--- src/rmth_pkg.sv ---
// shared constants, types and helpers for the running median block
`timescale 1ns / 1ps
`default_nettype none
package rmth_pkg;

    localparam int HEAP_DEPTH = 512;
    localparam int SLOTS      = HEAP_DEPTH + 1;
    localparam int IDX_W      = $clog2(SLOTS);
    localparam int CNT_W      = $clog2(SLOTS + 1);
    localparam int TOT_W      = $clog2(2 * HEAP_DEPTH + 1);
    localparam int DATA_W     = 32;
    localparam int MED_W      = DATA_W + 1;
    localparam int FIFO_DEPTH = 4;
    localparam int FIFO_AW    = $clog2(FIFO_DEPTH);

    typedef enum logic [1:0] {
        HEAP_NOP,
        HEAP_INSERT,
        HEAP_REMOVE
    } heap_op_t;

    typedef struct packed {
        logic                      start;
        heap_op_t                  op;
        logic signed [DATA_W-1:0]  val;
    } heap_cmd_t;

    typedef struct packed {
        logic                      busy;
        logic        [CNT_W-1:0]   count;
        logic signed [DATA_W-1:0]  top;
    } heap_stat_t;

    typedef enum logic [2:0] {
        H_IDLE,
        H_UP_CMP,
        H_UP_FIN,
        H_DN_LOAD,
        H_DN_CMP
    } heap_state_t;

    typedef enum logic [2:0] {
        B_IDLE,
        B_GROW,
        B_MOVE,
        B_PLACE,
        B_EMIT
    } back_state_t;

    // a belongs above b: greater for a max-heap, smaller for a min-heap
    function automatic logic ranks_above(logic signed [DATA_W-1:0] a,
                                         logic signed [DATA_W-1:0] b,
                                         logic is_max);
        ranks_above = is_max ? (a > b) : (a < b);
    endfunction

endpackage
`default_nettype wire

--- src/rmth_front.sv ---
// input word queue between the push side and the heap sequencer
`timescale 1ns / 1ps
`default_nettype none
module rmth_front (
    input  wire logic                               clk,
    input  wire logic                               rst_n,
    input  wire logic                               push,
    input  wire logic signed [rmth_pkg::DATA_W-1:0] sample,
    output logic                                    full,
    output logic                                    out_valid,
    output logic signed [rmth_pkg::DATA_W-1:0]      out_sample,
    input  wire logic                               take
);

    logic signed [rmth_pkg::DATA_W-1:0] buf_reg [rmth_pkg::FIFO_DEPTH];
    logic [rmth_pkg::FIFO_AW-1:0] wptr_reg, wptr_next;
    logic [rmth_pkg::FIFO_AW-1:0] rptr_reg, rptr_next;
    logic [rmth_pkg::FIFO_AW:0]   fill_reg, fill_next;
    logic                         do_push;
    logic                         do_take;

    assign full       = (fill_reg == (rmth_pkg::FIFO_AW+1)'(rmth_pkg::FIFO_DEPTH));
    assign out_valid  = (fill_reg != '0);
    assign out_sample = buf_reg[rptr_reg];
    assign do_push    = push && !full;
    assign do_take    = take && out_valid;

    always_comb
    begin
        wptr_next = do_push ? wptr_reg + 1'b1 : wptr_reg;
        rptr_next = do_take ? rptr_reg + 1'b1 : rptr_reg;
        fill_next = fill_reg;
        if (do_push && !do_take)
        begin
            fill_next = fill_reg + 1'b1;
        end
        else if (!do_push && do_take)
        begin
            fill_next = fill_reg - 1'b1;
        end
    end

    always_ff @(posedge clk or negedge rst_n)
    begin
        if (!rst_n)
        begin
            wptr_reg <= '0;
            rptr_reg <= '0;
            fill_reg <= '0;
        end
        else
        begin
            wptr_reg <= wptr_next;
            rptr_reg <= rptr_next;
            fill_reg <= fill_next;
        end
    end

    always_ff @(posedge clk)
    begin
        if (do_push)
        begin
            buf_reg[wptr_reg] <= sample;
        end
    end

endmodule
`default_nettype wire

--- config.mk ---
export PLATFORM = sky130hd
export DESIGN_NAME = rmth_front
export DESIGN_NICKNAME = d
export VERILOG_FILES = /design/src/rmth_pkg.sv /design/src/rmth_front.sv
export SDC_FILE = /design/constraint.sdc
export NUM_CORES = 1
export LEC_CHECK = 0
export BUFFER_PORTS_ARGS = -buffer_cell sky130_fd_sc_hd__buf_2
export CAP_MARGIN = 10
export CORE_ASPECT_RATIO = 0.9
export CORE_UTILIZATION = 29
export CTS_CLUSTER_SIZE = 24
export DETAILED_ROUTE_END_ITERATION = 12
export PLACE_DENSITY = 0.43
export SLEW_MARGIN = 20
export SYNTH_ARGS = -nofsm -noshare
export SYNTH_HDL_FRONTEND = slang
export SYNTH_SLANG_ARGS = --single-unit
--- constraint.sdc ---
create_clock -name clk -period 2.9 [get_ports clk]
set_input_delay 0.58 -clock clk [delete_from_list [all_inputs] [get_ports clk]]
set_output_delay 0.58 -clock clk [all_outputs]
set_load 0.02 [all_outputs]
==> out/metrics.yaml <==
max_slew_margin_pct: 66.8
drt_iter0_markers: 99
peakVddDrop_v: 0.000551
worstHoldStart: "sample[16]"
yosysMostFrequentCell: "edfxtp_1"
hold_path_class: "input port to flop"
layout_setup_ws_ns: 0.345
root_buffer: "clkbuf_16"
dpl_worst_slack_ns: 0.589
cp_max_fo: 13
clock_sinks: 135
max_slew.worst_pin.slew_ns: 0.498
antenna_found_initial: 1
fin_setup_tns_ns: 0
synth_edf_count: 128
end_kind: "primary output"
largest_reg_flops: 128
final_core_util_pct: 37.2
synthTopCellsByArea: "edfxtp_1 (75%), mux4_2 (12%), dfrtp_1 (3.4%)"
synth_top_area_cell: "edfxtp_1"
wl_per_cell_um: 17.7
synth_fp_nets: 245
synth_top_cells_by_count: "edfxtp_1 (128), mux4_2 (28), dfrtp_1 (7)"
r2r_start: "fill_reg[2]$_DFFE_PN0P_"
grt_pass1_vias: 2466
yosysTopAreaCellShare_pct: 75.3
crit_arrival_ns: 1.98
p_leak_nw: 2.21
slew_viol_final: 0
gp_congestion: 0.676
dp_hpwl_um: 6010
drive_gt1_share_pct: 47.2
cts_setup_buffers: 0
syn_to_final_growth_pct: 24.5
max_cap_violations: 0
synth_flop_cell: "edfxtp_1"
synthXorXnorAreaFrac_pct: 1.03
p_per_area_nw_per_um2: 1090
rows: 45
min_period_ns: 2.56
critical_path.startpoint: "rptr_reg[0]$_DFFE_PN0P_"
wl_met1_um: 4600
met2_length_um: 4290
fin_nets: 336
syn_inst: 203
synthMuxAreaShare_pct: 14.9
period_share_pct: 88.1
synth_top_family_by_area: "multiplexers"
required_ns: 2.32
route.met3.wl_um: 544
syn_area_per_cell_um2: 25.1
viasPerCell: 4.25
start_util_pct: 29.9
cts_tree: "done"
synthSimpleGateAreaFrac_pct: 1.45
synth_adder_area_share_pct: 1.62
postRouteAntennaNets: 0
antenna_cells: 0
clock_skew_ns: 0.00451
core_area_um2: 17100
dr.pass1.iters: 4
maxClockFrequency_ghz: 0.391
clock_path_buffers: 2
wl_um: 9570
ys_types: 22
route.detailed.drc: 0
postSynth.asyncResetShare_pct: 5.19
post-place-cells: 509
cp-start-kind: "flop"
ys_seq_area_share_pct: 78.8
crit_type: "flop to primary output"
yosysWarnings: 0
die_h_um: 128
r2r_slack_ns: 0.73
synth_seq_cells: 135
rsz0062_at_grt: "no"
hold_viol: 0
overflow: 0
htreeDepth: 4
top_layer: "met5"
synth-compound-area-share_pct: 0
grt_max_degree: 33
io_buffer_count: 69
final-setup-viol-count: 0
die_w_um: 142
num_vias: 2301
clk_pin_slew_ns: 0.06
grt.total_usage_pct: 11.7
pin_count: 70
clock_latency_ns: 0.41
fillers: 1585
dieArea_um2: 18100
outcome: "completed"
cts-buffers-inserted: 17
grt_pass1_wl_um: 14800
syn-cell-area_um2: 5100
fin_cells: 542
==> worst max-delay path: stages (launching register included) <==
cell     delay, ns
dfrtp_2       0.61
buf_12        0.23
mux4_2        0.52
buf_2         0.18
==> cell families after synthesis <==
| logic type | Yosys count |
|---|---|
| flip-flops | 135 |
| AND/OR/NAND/NOR | 10 |
| buffers and inverters | 12 |
| XOR/XNOR | 6 |
| adder cells (fa/ha/maj) | 6 |
| multiplexers | 34 |
==> worst paths after layout <==
kind	endpoint	depth (start not counted)
hold / removal	buf_reg[3][16]$_DFFE_PP_	1
max in group asynchronous	rptr_reg[0]$_DFFE_PN0P_	2
hold reg to reg	fill_reg[2]$_DFFE_PN0P_	1
setup / recovery	out_sample[9]	3
min in group asynchronous	wptr_reg[1]$_DFFE_PN0P_	2
setup reg to reg	fill_reg[2]$_DFFE_PN0P_	8
==> cell type report <==
class / instances / area (um2) / share of cell area [%]
clock buffers: 18 / 429 / 6.75
flip-flops and latches: 135 / 4020 / 63.3
well taps: 235 / 294 / 4.63
inverters: 3 / 11.3 / 0.177
multi-input cells: 56 / 976 / 15.4
repair buffers: 81 / 488 / 7.68
clock inverters: 14 / 134 / 2.11
==> where the power goes <==
part	switching (mW)	internal, mW
logic	1.14	0.931
clock network	0.781	1.25
registers	0.214	2.59
==> timing repair <==
action	4_1_cts	5_1_grt
hold buffers	1	0
hold endpoints to repair	7	0
gates resized for setup	0	0
==> stage by stage <==
step	total power [mW]	instance area, um2	hold slack (ns)
floorplan	4.29	5100	0.284
global placement	4.99	5780	0.435
detailed placement	4.99	5780	0.427
CTS	7.07	6350	0.354
global route	7.29	6350	0.359
finish	6.91	6350	0.380
==> layer usage <==
layer / vias to the layer above / global-route usage (%)
met1: 1193 / 15.5
li1: 1035 / -
met3: 13 / 4.97
met2: 58 / 16.9
met5: - / 0
met4: 2 / 5.12
==> cells in the final DEF, fill, tap and decap left out, drive strengths merged, types with 4 or more instances in the layout <==
cell type	count
edfxtp	128
buf	80
mux4	32
clkbuf	18
clkinv	8
dfrtp	7
ha	5
and2	4
xnor2	4
inv	4
Power figures use the tool's default switching activity.
