File: src/rmth_pkg.sv
// shared constants, types and helpers for the running median block
`timescale 1ns / 1ps
`default_nettype none
package rmth_pkg;

    localparam int HEAP_DEPTH = 512;
    localparam int SLOTS      = HEAP_DEPTH + 1;
    localparam int IDX_W      = $clog2(SLOTS);
    localparam int CNT_W      = $clog2(SLOTS + 1);
    localparam int TOT_W      = $clog2(2 * HEAP_DEPTH + 1);
    localparam int DATA_W     = 32;
    localparam int MED_W      = DATA_W + 1;
    localparam int FIFO_DEPTH = 4;
    localparam int FIFO_AW    = $clog2(FIFO_DEPTH);

    typedef enum logic [1:0] {
        HEAP_NOP,
        HEAP_INSERT,
        HEAP_REMOVE
    } heap_op_t;

    typedef struct packed {
        logic                      start;
        heap_op_t                  op;
        logic signed [DATA_W-1:0]  val;
    } heap_cmd_t;

    typedef struct packed {
        logic                      busy;
        logic        [CNT_W-1:0]   count;
        logic signed [DATA_W-1:0]  top;
    } heap_stat_t;

    typedef enum logic [2:0] {
        H_IDLE,
        H_UP_CMP,
        H_UP_FIN,
        H_DN_LOAD,
        H_DN_CMP
    } heap_state_t;

    typedef enum logic [2:0] {
        B_IDLE,
        B_GROW,
        B_MOVE,
        B_PLACE,
        B_EMIT
    } back_state_t;

    // a belongs above b: greater for a max-heap, smaller for a min-heap
    function automatic logic ranks_above(logic signed [DATA_W-1:0] a,
                                         logic signed [DATA_W-1:0] b,
                                         logic is_max);
        ranks_above = is_max ? (a > b) : (a < b);
    endfunction

endpackage
`default_nettype wire

File: src/rmth_back.sv
// sequencer that files each sample, rebalances the heaps and holds the result word
`timescale 1ns / 1ps
`default_nettype none
module rmth_back (
    input  wire logic                               clk,
    input  wire logic                               rst_n,
    input  wire logic                               in_valid,
    input  wire logic signed [rmth_pkg::DATA_W-1:0] in_sample,
    output logic                                    in_take,
    output rmth_pkg::heap_cmd_t                     lo_cmd,
    input  wire rmth_pkg::heap_stat_t               lo_stat,
    output rmth_pkg::heap_cmd_t                     up_cmd,
    input  wire rmth_pkg::heap_stat_t               up_stat,
    output logic                                    empty,
    input  wire logic                               pop,
    output logic signed [rmth_pkg::MED_W-1:0]       median_times_two,
    output logic        [rmth_pkg::TOT_W-1:0]       sample_count,
    output logic                                    dropped
);

    localparam int CW = rmth_pkg::CNT_W;
    localparam int DW = rmth_pkg::DATA_W;
    localparam int MW = rmth_pkg::MED_W;
    localparam int TW = rmth_pkg::TOT_W;

    rmth_pkg::back_state_t state_reg, state_next;
    logic signed [DW-1:0] mv_reg, mv_next;
    logic                 to_up_reg, to_up_next;
    logic                 drop_reg, drop_next;
    logic                 ovalid_reg, ovalid_next;
    logic signed [MW-1:0] omed_reg, omed_next;
    logic        [TW-1:0] ocnt_reg, ocnt_next;
    logic                 odrop_reg, odrop_next;

    logic        [CW:0]   lc, uc;
    logic        [TW-1:0] total;
    logic                 idle_heaps;
    logic                 is_full;
    logic                 lo_heavy, up_heavy;
    logic signed [MW-1:0] med;
    logic                 load;

    always_comb
    begin
        lc         = (CW+1)'(lo_stat.count);
        uc         = (CW+1)'(up_stat.count);
        total      = TW'(lc) + TW'(uc);
        idle_heaps = !lo_stat.busy && !up_stat.busy;
        is_full    = (total >= TW'(2 * rmth_pkg::HEAP_DEPTH));
        lo_heavy   = lc > (uc + 1'b1);
        up_heavy   = uc > (lc + 1'b1);
        if (lc > uc)
        begin
            med = {lo_stat.top, 1'b0};
        end
        else if (uc > lc)
        begin
            med = {up_stat.top, 1'b0};
        end
        else if (lc != '0)
        begin
            med = MW'(lo_stat.top) + MW'(up_stat.top);
        end
        else
        begin
            med = '0;
        end
    end

    always_comb
    begin
        state_next = state_reg;
        case (state_reg)
            rmth_pkg::B_IDLE:
            begin
                if (in_valid)
                begin
                    state_next = is_full ? rmth_pkg::B_EMIT : rmth_pkg::B_GROW;
                end
            end
            rmth_pkg::B_GROW:
            begin
                if (idle_heaps)
                begin
                    state_next = (lo_heavy || up_heavy) ? rmth_pkg::B_MOVE
                                                        : rmth_pkg::B_EMIT;
                end
            end
            rmth_pkg::B_MOVE:
            begin
                if (idle_heaps)
                begin
                    state_next = rmth_pkg::B_PLACE;
                end
            end
            rmth_pkg::B_PLACE:
            begin
                if (idle_heaps)
                begin
                    state_next = rmth_pkg::B_EMIT;
                end
            end
            rmth_pkg::B_EMIT:
            begin
                if (!ovalid_reg || pop)
                begin
                    state_next = rmth_pkg::B_IDLE;
                end
            end
            default: state_next = rmth_pkg::B_IDLE;
        endcase
    end

    always_comb
    begin
        in_take    = 1'b0;
        lo_cmd     = '{start: 1'b0, op: rmth_pkg::HEAP_NOP, val: in_sample};
        up_cmd     = '{start: 1'b0, op: rmth_pkg::HEAP_NOP, val: in_sample};
        mv_next    = mv_reg;
        to_up_next = to_up_reg;
        drop_next  = drop_reg;
        load       = 1'b0;
        case (state_reg)
            rmth_pkg::B_IDLE:
            begin
                if (in_valid)
                begin
                    in_take   = 1'b1;
                    drop_next = is_full;
                    if (!is_full)
                    begin
                        if ((lc == '0) || (in_sample < lo_stat.top))
                        begin
                            lo_cmd.start = 1'b1;
                            lo_cmd.op    = rmth_pkg::HEAP_INSERT;
                        end
                        else
                        begin
                            up_cmd.start = 1'b1;
                            up_cmd.op    = rmth_pkg::HEAP_INSERT;
                        end
                    end
                end
            end
            rmth_pkg::B_GROW:
            begin
                if (idle_heaps && lo_heavy)
                begin
                    lo_cmd.start = 1'b1;
                    lo_cmd.op    = rmth_pkg::HEAP_REMOVE;
                    mv_next      = lo_stat.top;
                    to_up_next   = 1'b1;
                end
                else if (idle_heaps && up_heavy)
                begin
                    up_cmd.start = 1'b1;
                    up_cmd.op    = rmth_pkg::HEAP_REMOVE;
                    mv_next      = up_stat.top;
                    to_up_next   = 1'b0;
                end
            end
            rmth_pkg::B_MOVE:
            begin
                if (idle_heaps)
                begin
                    lo_cmd.val = mv_reg;
                    up_cmd.val = mv_reg;
                    if (to_up_reg)
                    begin
                        up_cmd.start = 1'b1;
                        up_cmd.op    = rmth_pkg::HEAP_INSERT;
                    end
                    else
                    begin
                        lo_cmd.start = 1'b1;
                        lo_cmd.op    = rmth_pkg::HEAP_INSERT;
                    end
                end
            end
            rmth_pkg::B_EMIT:
            begin
                load = !ovalid_reg || pop;
            end
            default:
            begin
                load = 1'b0;
            end
        endcase
        ovalid_next = load ? 1'b1 : (pop ? 1'b0 : ovalid_reg);
        omed_next   = load ? med : omed_reg;
        ocnt_next   = load ? total : ocnt_reg;
        odrop_next  = load ? drop_reg : odrop_reg;
    end

    always_ff @(posedge clk or negedge rst_n)
    begin
        if (!rst_n)
        begin
            state_reg  <= rmth_pkg::B_IDLE;
            ovalid_reg <= 1'b0;
        end
        else
        begin
            state_reg  <= state_next;
            ovalid_reg <= ovalid_next;
        end
    end

    always_ff @(posedge clk)
    begin
        mv_reg    <= mv_next;
        to_up_reg <= to_up_next;
        drop_reg  <= drop_next;
        omed_reg  <= omed_next;
        ocnt_reg  <= ocnt_next;
        odrop_reg <= odrop_next;
    end

    assign empty            = !ovalid_reg;
    assign median_times_two = omed_reg;
    assign sample_count     = ocnt_reg;
    assign dropped          = odrop_reg;

endmodule
`default_nettype wire

File: config.mk
export PLATFORM = sky130hd
export DESIGN_NAME = rmth_back
export DESIGN_NICKNAME = d
export VERILOG_FILES = /design/src/rmth_pkg.sv /design/src/rmth_back.sv
export SDC_FILE = /design/constraint.sdc
export NUM_CORES = 1
export LEC_CHECK = 0
export BUFFER_PORTS_ARGS = -buffer_cell sky130_fd_sc_hd__buf_4
export CAP_MARGIN = 20
export CORE_MARGIN = 4
export CORE_UTILIZATION = 50
export DETAILED_ROUTE_END_ITERATION = 6
export MAX_ROUTING_LAYER = met4
export PLACE_DENSITY = 0.81
export SYNTH_ARGS = -nofsm -noshare
export SYNTH_HDL_FRONTEND = slang
export SYNTH_SLANG_ARGS = --single-unit
File: constraint.sdc
create_clock -name clk -period 11.12 [get_ports clk]
set_input_delay 3.336 -clock clk [delete_from_list [all_inputs] [get_ports clk]]
set_output_delay 3.336 -clock clk [all_outputs]
set_load 0.1 [all_outputs]
==> results of run 1 <==
[worst max-delay path by stage]
| stage | start | end | slack, ps | cells past startpoint |
|---|---|---|---|---|
| final | lo_stat[27] | up_cmd[34] | 1460 | 13 |
| after global routing | lo_stat[27] | up_cmd[34] | 1250 | 13 |
| after CTS | lo_stat[27] | up_cmd[34] | 1400 | 13 |
| after detailed placement | lo_stat[27] | up_cmd[34] | 1420 | 13 |
| after global placement | lo_stat[27] | up_cmd[34] | 1480 | 13 |
| after floorplan | in_valid | up_cmd[34] | 40 | 4 |
[Yosys cell counts (all sizes together) (28+ instances only)]
cell type  instances  area (um^2)
ha               105         1310
a21oi             80          408
edfxtp            79         2370
inv               70          263
mux2              63          709
nor2              51          191
nand3             43          215
nand2             37          139
o21ai             37          185
buf               36          259
a21o              32          240
xnor2             28          245
[metrics by stage]
step	util (%)	worst slack [ps]
after global routing	64.6	1250
after detailed placement	62.5	1420
final	64.6	1460
after floorplan	-	36.3
after global placement	62.5	1480
after CTS	64.5	1400
[power by group through the flow]
stage / combinational (mW) / clock (mW) / sequential [mW]
5_1_grt: 0.841 / 0.341 / 0.416
2_1_floorplan: 0.464 / 0 / 0.561
3_3_place_gp: 0.780 / 0 / 0.418
3_5_place_dp: 0.790 / 0 / 0.419
4_1_cts: 0.794 / 0.330 / 0.413
6_report: 0.797 / 0.323 / 0.412
[per-layer routing]
layer / vias to the layer above / global-route usage [%] / wire length [um]
li1: 3567 / - / -
met3: 36 / 4.75 / 1770
met4: 0 / 7.05 / 422
met2: 318 / 45.1 / 11800
met1: 3521 / 33.4 / 10300
met5: - / - / 0
[layout make-up]
cell class | count | share of cell area [%]
Multi-Input combinational cell | 650 | 49.6
Sequential cell | 83 | 24.1
Timing Repair Buffer | 245 | 18.1
Tap cell | 216 | 2.63
Inverter | 70 | 2.56
Clock buffer | 11 | 2.27
Clock inverter | 5 | 0.756
[critical path: stages]
cell	delay, ps
buf_4	90
inv_1	50
ha_1	280
a211oi_1	230
o21ai_0	140
a221o_1	440
or2_1	250
a2111oi_1	580
nor4b_1	130
nor2_1	250
o31ai_2	100
or2_1	200
buf_4	230
[cells by family after synthesis]
family,Yosys count,synth area share [%]
compound gates,231,19.0
simple gates,197,12.1
buf+inv,131,7.57
fa+ha+maj,107,16.6
flops,83,30.4
mux,65,8.97
xor+xnor,50,5.38
==> flow_metrics.py, run 1 <==
metrics = {
    "cells_and_area": {
        "drive_gt1_share_pct": 32.2,
        "design_area_um2": 10300,
        "final_cells": 1280,
        "mostFrequentLayoutCells": "buf_4 (244), ha_1 (105), edfxtp_1 (79), a21oi_1 (77), inv_1 (70)",
        "diodes": 0,
        "fin_nets": 1288,
        "fillCellCount": 1339,
        "largest_reg_flops": 33,
        "regArea_um2": 2470,
        "multi_input_area_um2": 5090,
        "area_growth_syn_to_layout_pct": 26.2,
        "final_common_cell": "buf_4",
    },
    "timing": {
        "tns_ps": 0,
        "fin_skew_ps": 8.94,
        "timing.final.max_slew_violations": 0,
        "setup_viol": 0,
        "max_freq_mhz": 103,
        "whs_ps": 418,
        "rsz0062_at_grt": "false",
        "min_period_ps": 9660,
        "relSlewSlack_pct": 34.2,
        "finalCritPeriodShare_pct": 86.9,
        "tightest_slew_ps": 987,
        "hold_violations": 0,
    },
    "routing": {
        "dr.pass1.iters": 5,
        "wl_um": 24300,
        "vias": 7442,
        "routedWlPerCell_um": 19.0,
        "via_per_inst": 5.81,
        "drt_iter0_drc": 578,
        "ant_nets": 0,
        "drc": 0,
    },
    "worst_setup_path": {
        "worstPathMaxFanout": 4,
        "crit_required_ps": 7780,
        "startpoint_type": "input port",
        "ff2ff_setup_slack_ps": 8970,
        "crit_arrival_ps": 6330,
        "cp-end-kind": "primary output",
        "reg2reg_from": "state_reg[0]",
        "crit_type": "input port to primary output",
        "regToRegEndpoint": "mv_reg[12]",
        "ff2ff_path_depth": 4,
    },
    "clock_tree": {
        "clk_pin_slew_worst_paths_ps": 60,
        "h-tree-depth": 3,
        "cts_setup_buffers": 0,
        "cts_resized": 0,
        "clock_latency_ps": 350,
        "cts_made_buffers": 9,
        "clock_path_buffers": 2,
        "clock-root-buffer": "clkbuf_16",
        "cts_sinks": 83,
        "postCtsHoldBufs": 0,
        "cts_tree": "done",
    },
    "placement": {
        "port_buffers": 238,
        "gp_congestion": 0.912,
        "dp.cells": 1263,
        "hpwl_um": 18800,
        "postPlaceCellArea_um2": 9930,
    },
    "yosys": {
        "yosys_register_bits": 83,
        "yosys_warnings": 0,
        "syn_inst": 864,
        "synth.distinct_cells": 66,
        "ys.flop_type": "edfxtp_1",
        "syn_nets": 1093,
        "mappedNetlistArea_um2": 8130,
        "seq_area_frac_synth_pct": 30.4,
        "synth-edff-count": 79,
        "async_flop_share_pct": 4.82,
        "avgSynthCellArea_um2": 9.41,
    },
    "power_and_ir_drop": {
        "ir_worst_vdd_mv": 0.143,
        "power_mw": 1.53,
        "combPwrFrac_pct": 52.0,
        "p_leak_nw": 4.65,
        "power.share.clock_pct": 21.1,
        "netSwitchingPower_mw": 0.725,
        "p_int_mw": 0.808,
        "p_sw_share_pct": 47.3,
        "pwr-share-seq_pct": 26.9,
        "p_per_area_nw_per_um2": 149,
    },
    "floorplan": {
        "dieArea_um2": 18400,
        "fp.dieW_um": 136,
        "die_height_um": 136,
        "rows": 46,
        "start_util_pct": 51.2,
        "coreArea_um2": 15900,
        "io_pins": 239,
    },
    "global_routing": {
        "track_usage_pct": 26.8,
        "first_global_vias": 7370,
        "antenna_found_initial": 0,
        "grt_max_degree": 67,
        "overflow": 0,
        "grt_pass1_wl_um": 37900,
    },
    "flow_run": {
        "cap_violations": 0,
    },
    "worst_hold_path": {
        "min-delay-start": "drop_reg",
        "hp-class": "flip-flop to flip-flop",
        "holdPathEnd": "dropped",
        "holdPathStages": 0,
    },
    "run_status": {
        "status": "completed",
    },
}
(Power assumes the default switching activity.)
==> inputs of run 2 (changes only) <==
--- a/config.mk
+++ b/config.mk
@@ -8,10 +8,11 @@
 export BUFFER_PORTS_ARGS = -buffer_cell sky130_fd_sc_hd__buf_4
 export CAP_MARGIN = 20
 export CORE_MARGIN = 4
-export CORE_UTILIZATION = 50
+export CORE_UTILIZATION = 58
 export DETAILED_ROUTE_END_ITERATION = 6
+export GPL_ROUTABILITY_DRIVEN = 0
 export MAX_ROUTING_LAYER = met4
-export PLACE_DENSITY = 0.81
+export PLACE_DENSITY = 0.91
 export SYNTH_ARGS = -nofsm -noshare
 export SYNTH_HDL_FRONTEND = slang
 export SYNTH_SLANG_ARGS = --single-unit
==> run 2 against run 1 <==
Design area decreased by 0.22%. Clock skew grew 1.3 ps. Cell count fell by 2.8%. First-iteration DRC count decreased by 10%. Sequential cell count is the same. Routed wire length down 0.96%. Worst hold slack better by 5.2 ps. Utilization rose by 9.5 points. Sequential power about the same. Setup slack worse by 14 ps. Via count is 2.4% higher. Critical path depth unchanged.
==> flow_metrics.py, run 2 (synthesis gave the netlist of run 1 again) <==
metrics = {
    "clock_tree": {
        "cts_setup_buffers": 0,
        "h-tree-depth": 3,
        "postCtsHoldBufs": 0,
        "cts_tree": "done",
        "clock_path_buffers": 2,
        "clock-root-buffer": "clkbuf_16",
        "cts_resized": 0,
        "cts_sinks": 83,
        "clk_pin_slew_worst_paths_ps": 60,
        "clock_latency_ps": 350,
        "cts_made_buffers": 9,
    },
    "cells_and_area": {
        "diodes": 0,
        "largest_reg_flops": 33,
        "design_area_um2": 10200,
        "final_common_cell": "buf_4",
        "mostFrequentLayoutCells": "buf_4 (244), ha_1 (105), edfxtp_1 (79), a21oi_1 (77), inv_1 (70)",
        "fin_nets": 1288,
        "drive_gt1_share_pct": 32.3,
        "area_growth_syn_to_layout_pct": 26.0,
    },
    "routing": {
        "via_per_inst": 6.13,
        "vias": 7622,
        "wl_um": 24100,
        "routedWlPerCell_um": 19.3,
        "drt_iter0_drc": 520,
        "dr.pass1.iters": 5,
        "drc": 0,
        "ant_nets": 0,
    },
    "worst_setup_path": {
        "crit_buf_inv": 3,
        "startpoint_type": "input port",
        "crit_required_ps": 7780,
        "cp_top_family": "compound AO/OA/AOI/OAI gates",
        "crit_chain": "buf_4, inv_1, ha_1, a211oi_1, o21ai_0, a221o_1, or2_1, a2111oi_1, nor4b_1, nor2_1, o21bai_1, o21ai_0, buf_4",
        "slowest_delay_ps": 580,
        "crit_type": "input port to primary output",
        "crit_arrival_ps": 6340,
        "worstPathMaxFanout": 4,
        "cp-end-kind": "primary output",
        "crit_slowest_cell": "a2111oi_1",
    },
    "run_status": {
        "status": "completed",
    },
    "timing": {
        "timing.final.max_slew_violations": 0,
        "finalCritPeriodShare_pct": 87.0,
        "fin_skew_ps": 10.2,
        "max_freq_mhz": 103,
        "relSlewSlack_pct": 36.8,
        "setup_viol": 0,
        "hold_violations": 0,
        "tns_ps": 0,
        "rsz0062_at_grt": "false",
        "min_period_ps": 9680,
        "tightest_slew_ps": 946,
    },
    "global_routing": {
        "antenna_found_initial": 0,
        "grt_max_degree": 67,
        "overflow": 0,
        "grt_pass1_wl_um": 38400,
        "track_usage_pct": 30.5,
        "first_global_vias": 7551,
    },
    "power_and_ir_drop": {
        "ir_worst_vdd_mv": 0.182,
        "p_per_area_nw_per_um2": 152,
        "p_leak_nw": 4.66,
    },
    "floorplan": {
        "dieArea_um2": 16000,
        "fp.dieW_um": 126,
        "coreArea_um2": 13800,
        "rows": 43,
        "start_util_pct": 58.8,
        "io_pins": 239,
        "die_height_um": 126,
    },
    "placement": {
        "postPlaceCellArea_um2": 9880,
        "port_buffers": 238,
        "hpwl_um": 18400,
    },
    "worst_hold_path": {
        "hp-class": "flip-flop to flip-flop",
    },
    "flow_run": {
        "cap_violations": 0,
    },
}
run 2: final cells by class:
cell class / count / area (um^2)
Fill cell: 962 / 3580
Inverter: 70 / 263
Timing Repair Buffer: 245 / 1850
Clock buffer: 9 / 225
Multi-Input combinational cell: 650 / 5090
Clock inverter: 7 / 115
Tap cell: 180 / 225
Sequential cell: 83 / 2470
run 2: worst register-to-register path, cell delays in order (launching register included):
cell and delay (ps):
dfrtp_1 460, nand2_1 160, or3_1 460, nor2_4 290, buf_12 270
run 2: worst paths after layout:
path / slack (ps) / cells past startpoint / startpoint / end
min in group asynchronous: 2780 / 1 / rst_n / state_reg[2]
max in group asynchronous: 8230 / 1 / rst_n / state_reg[0]
setup / recovery: 1440 / 13 / lo_stat[27] / lo_cmd[32]
setup reg to reg: 9170 / 4 / state_reg[0] / mv_reg[4]
hold reg to reg: 420 / 0 / drop_reg / dropped
hold / removal: 420 / 0 / drop_reg / dropped
run 2: metrics by stage:
step / hold slack [ps] / total power, mW / setup WS, ps / util, % / std cells
2_1_floorplan: 400 / 1.03 / 36.3 / - / 864
5_1_grt: 431 / 1.62 / 1190 / 74.1 / 1244
6_report: 424 / 1.56 / 1440 / 74.1 / 1244
4_1_cts: 426 / 1.56 / 1370 / 73.9 / 1243
3_5_place_dp: 413 / 1.21 / 1440 / 71.5 / 1227
3_3_place_gp: 407 / 1.19 / 1520 / 71.5 / 1227
run 2: power by group:
part,internal (mW),switching (mW)
Clock,0.219,0.129
Combinational,0.216,0.582
Sequential,0.395,0.0184
Total,0.830,0.729
run 2: routing by layer:
metal	GRT usage (%)	wire length, um	vias up	part of all wire, %
met5	-	0	-	0
met4	12.7	739	0	3.1
met3	4.84	1980	66	8.2
met2	51.2	12000	402	50
met1	36.5	9300	3586	39
li1	-	-	3568	-
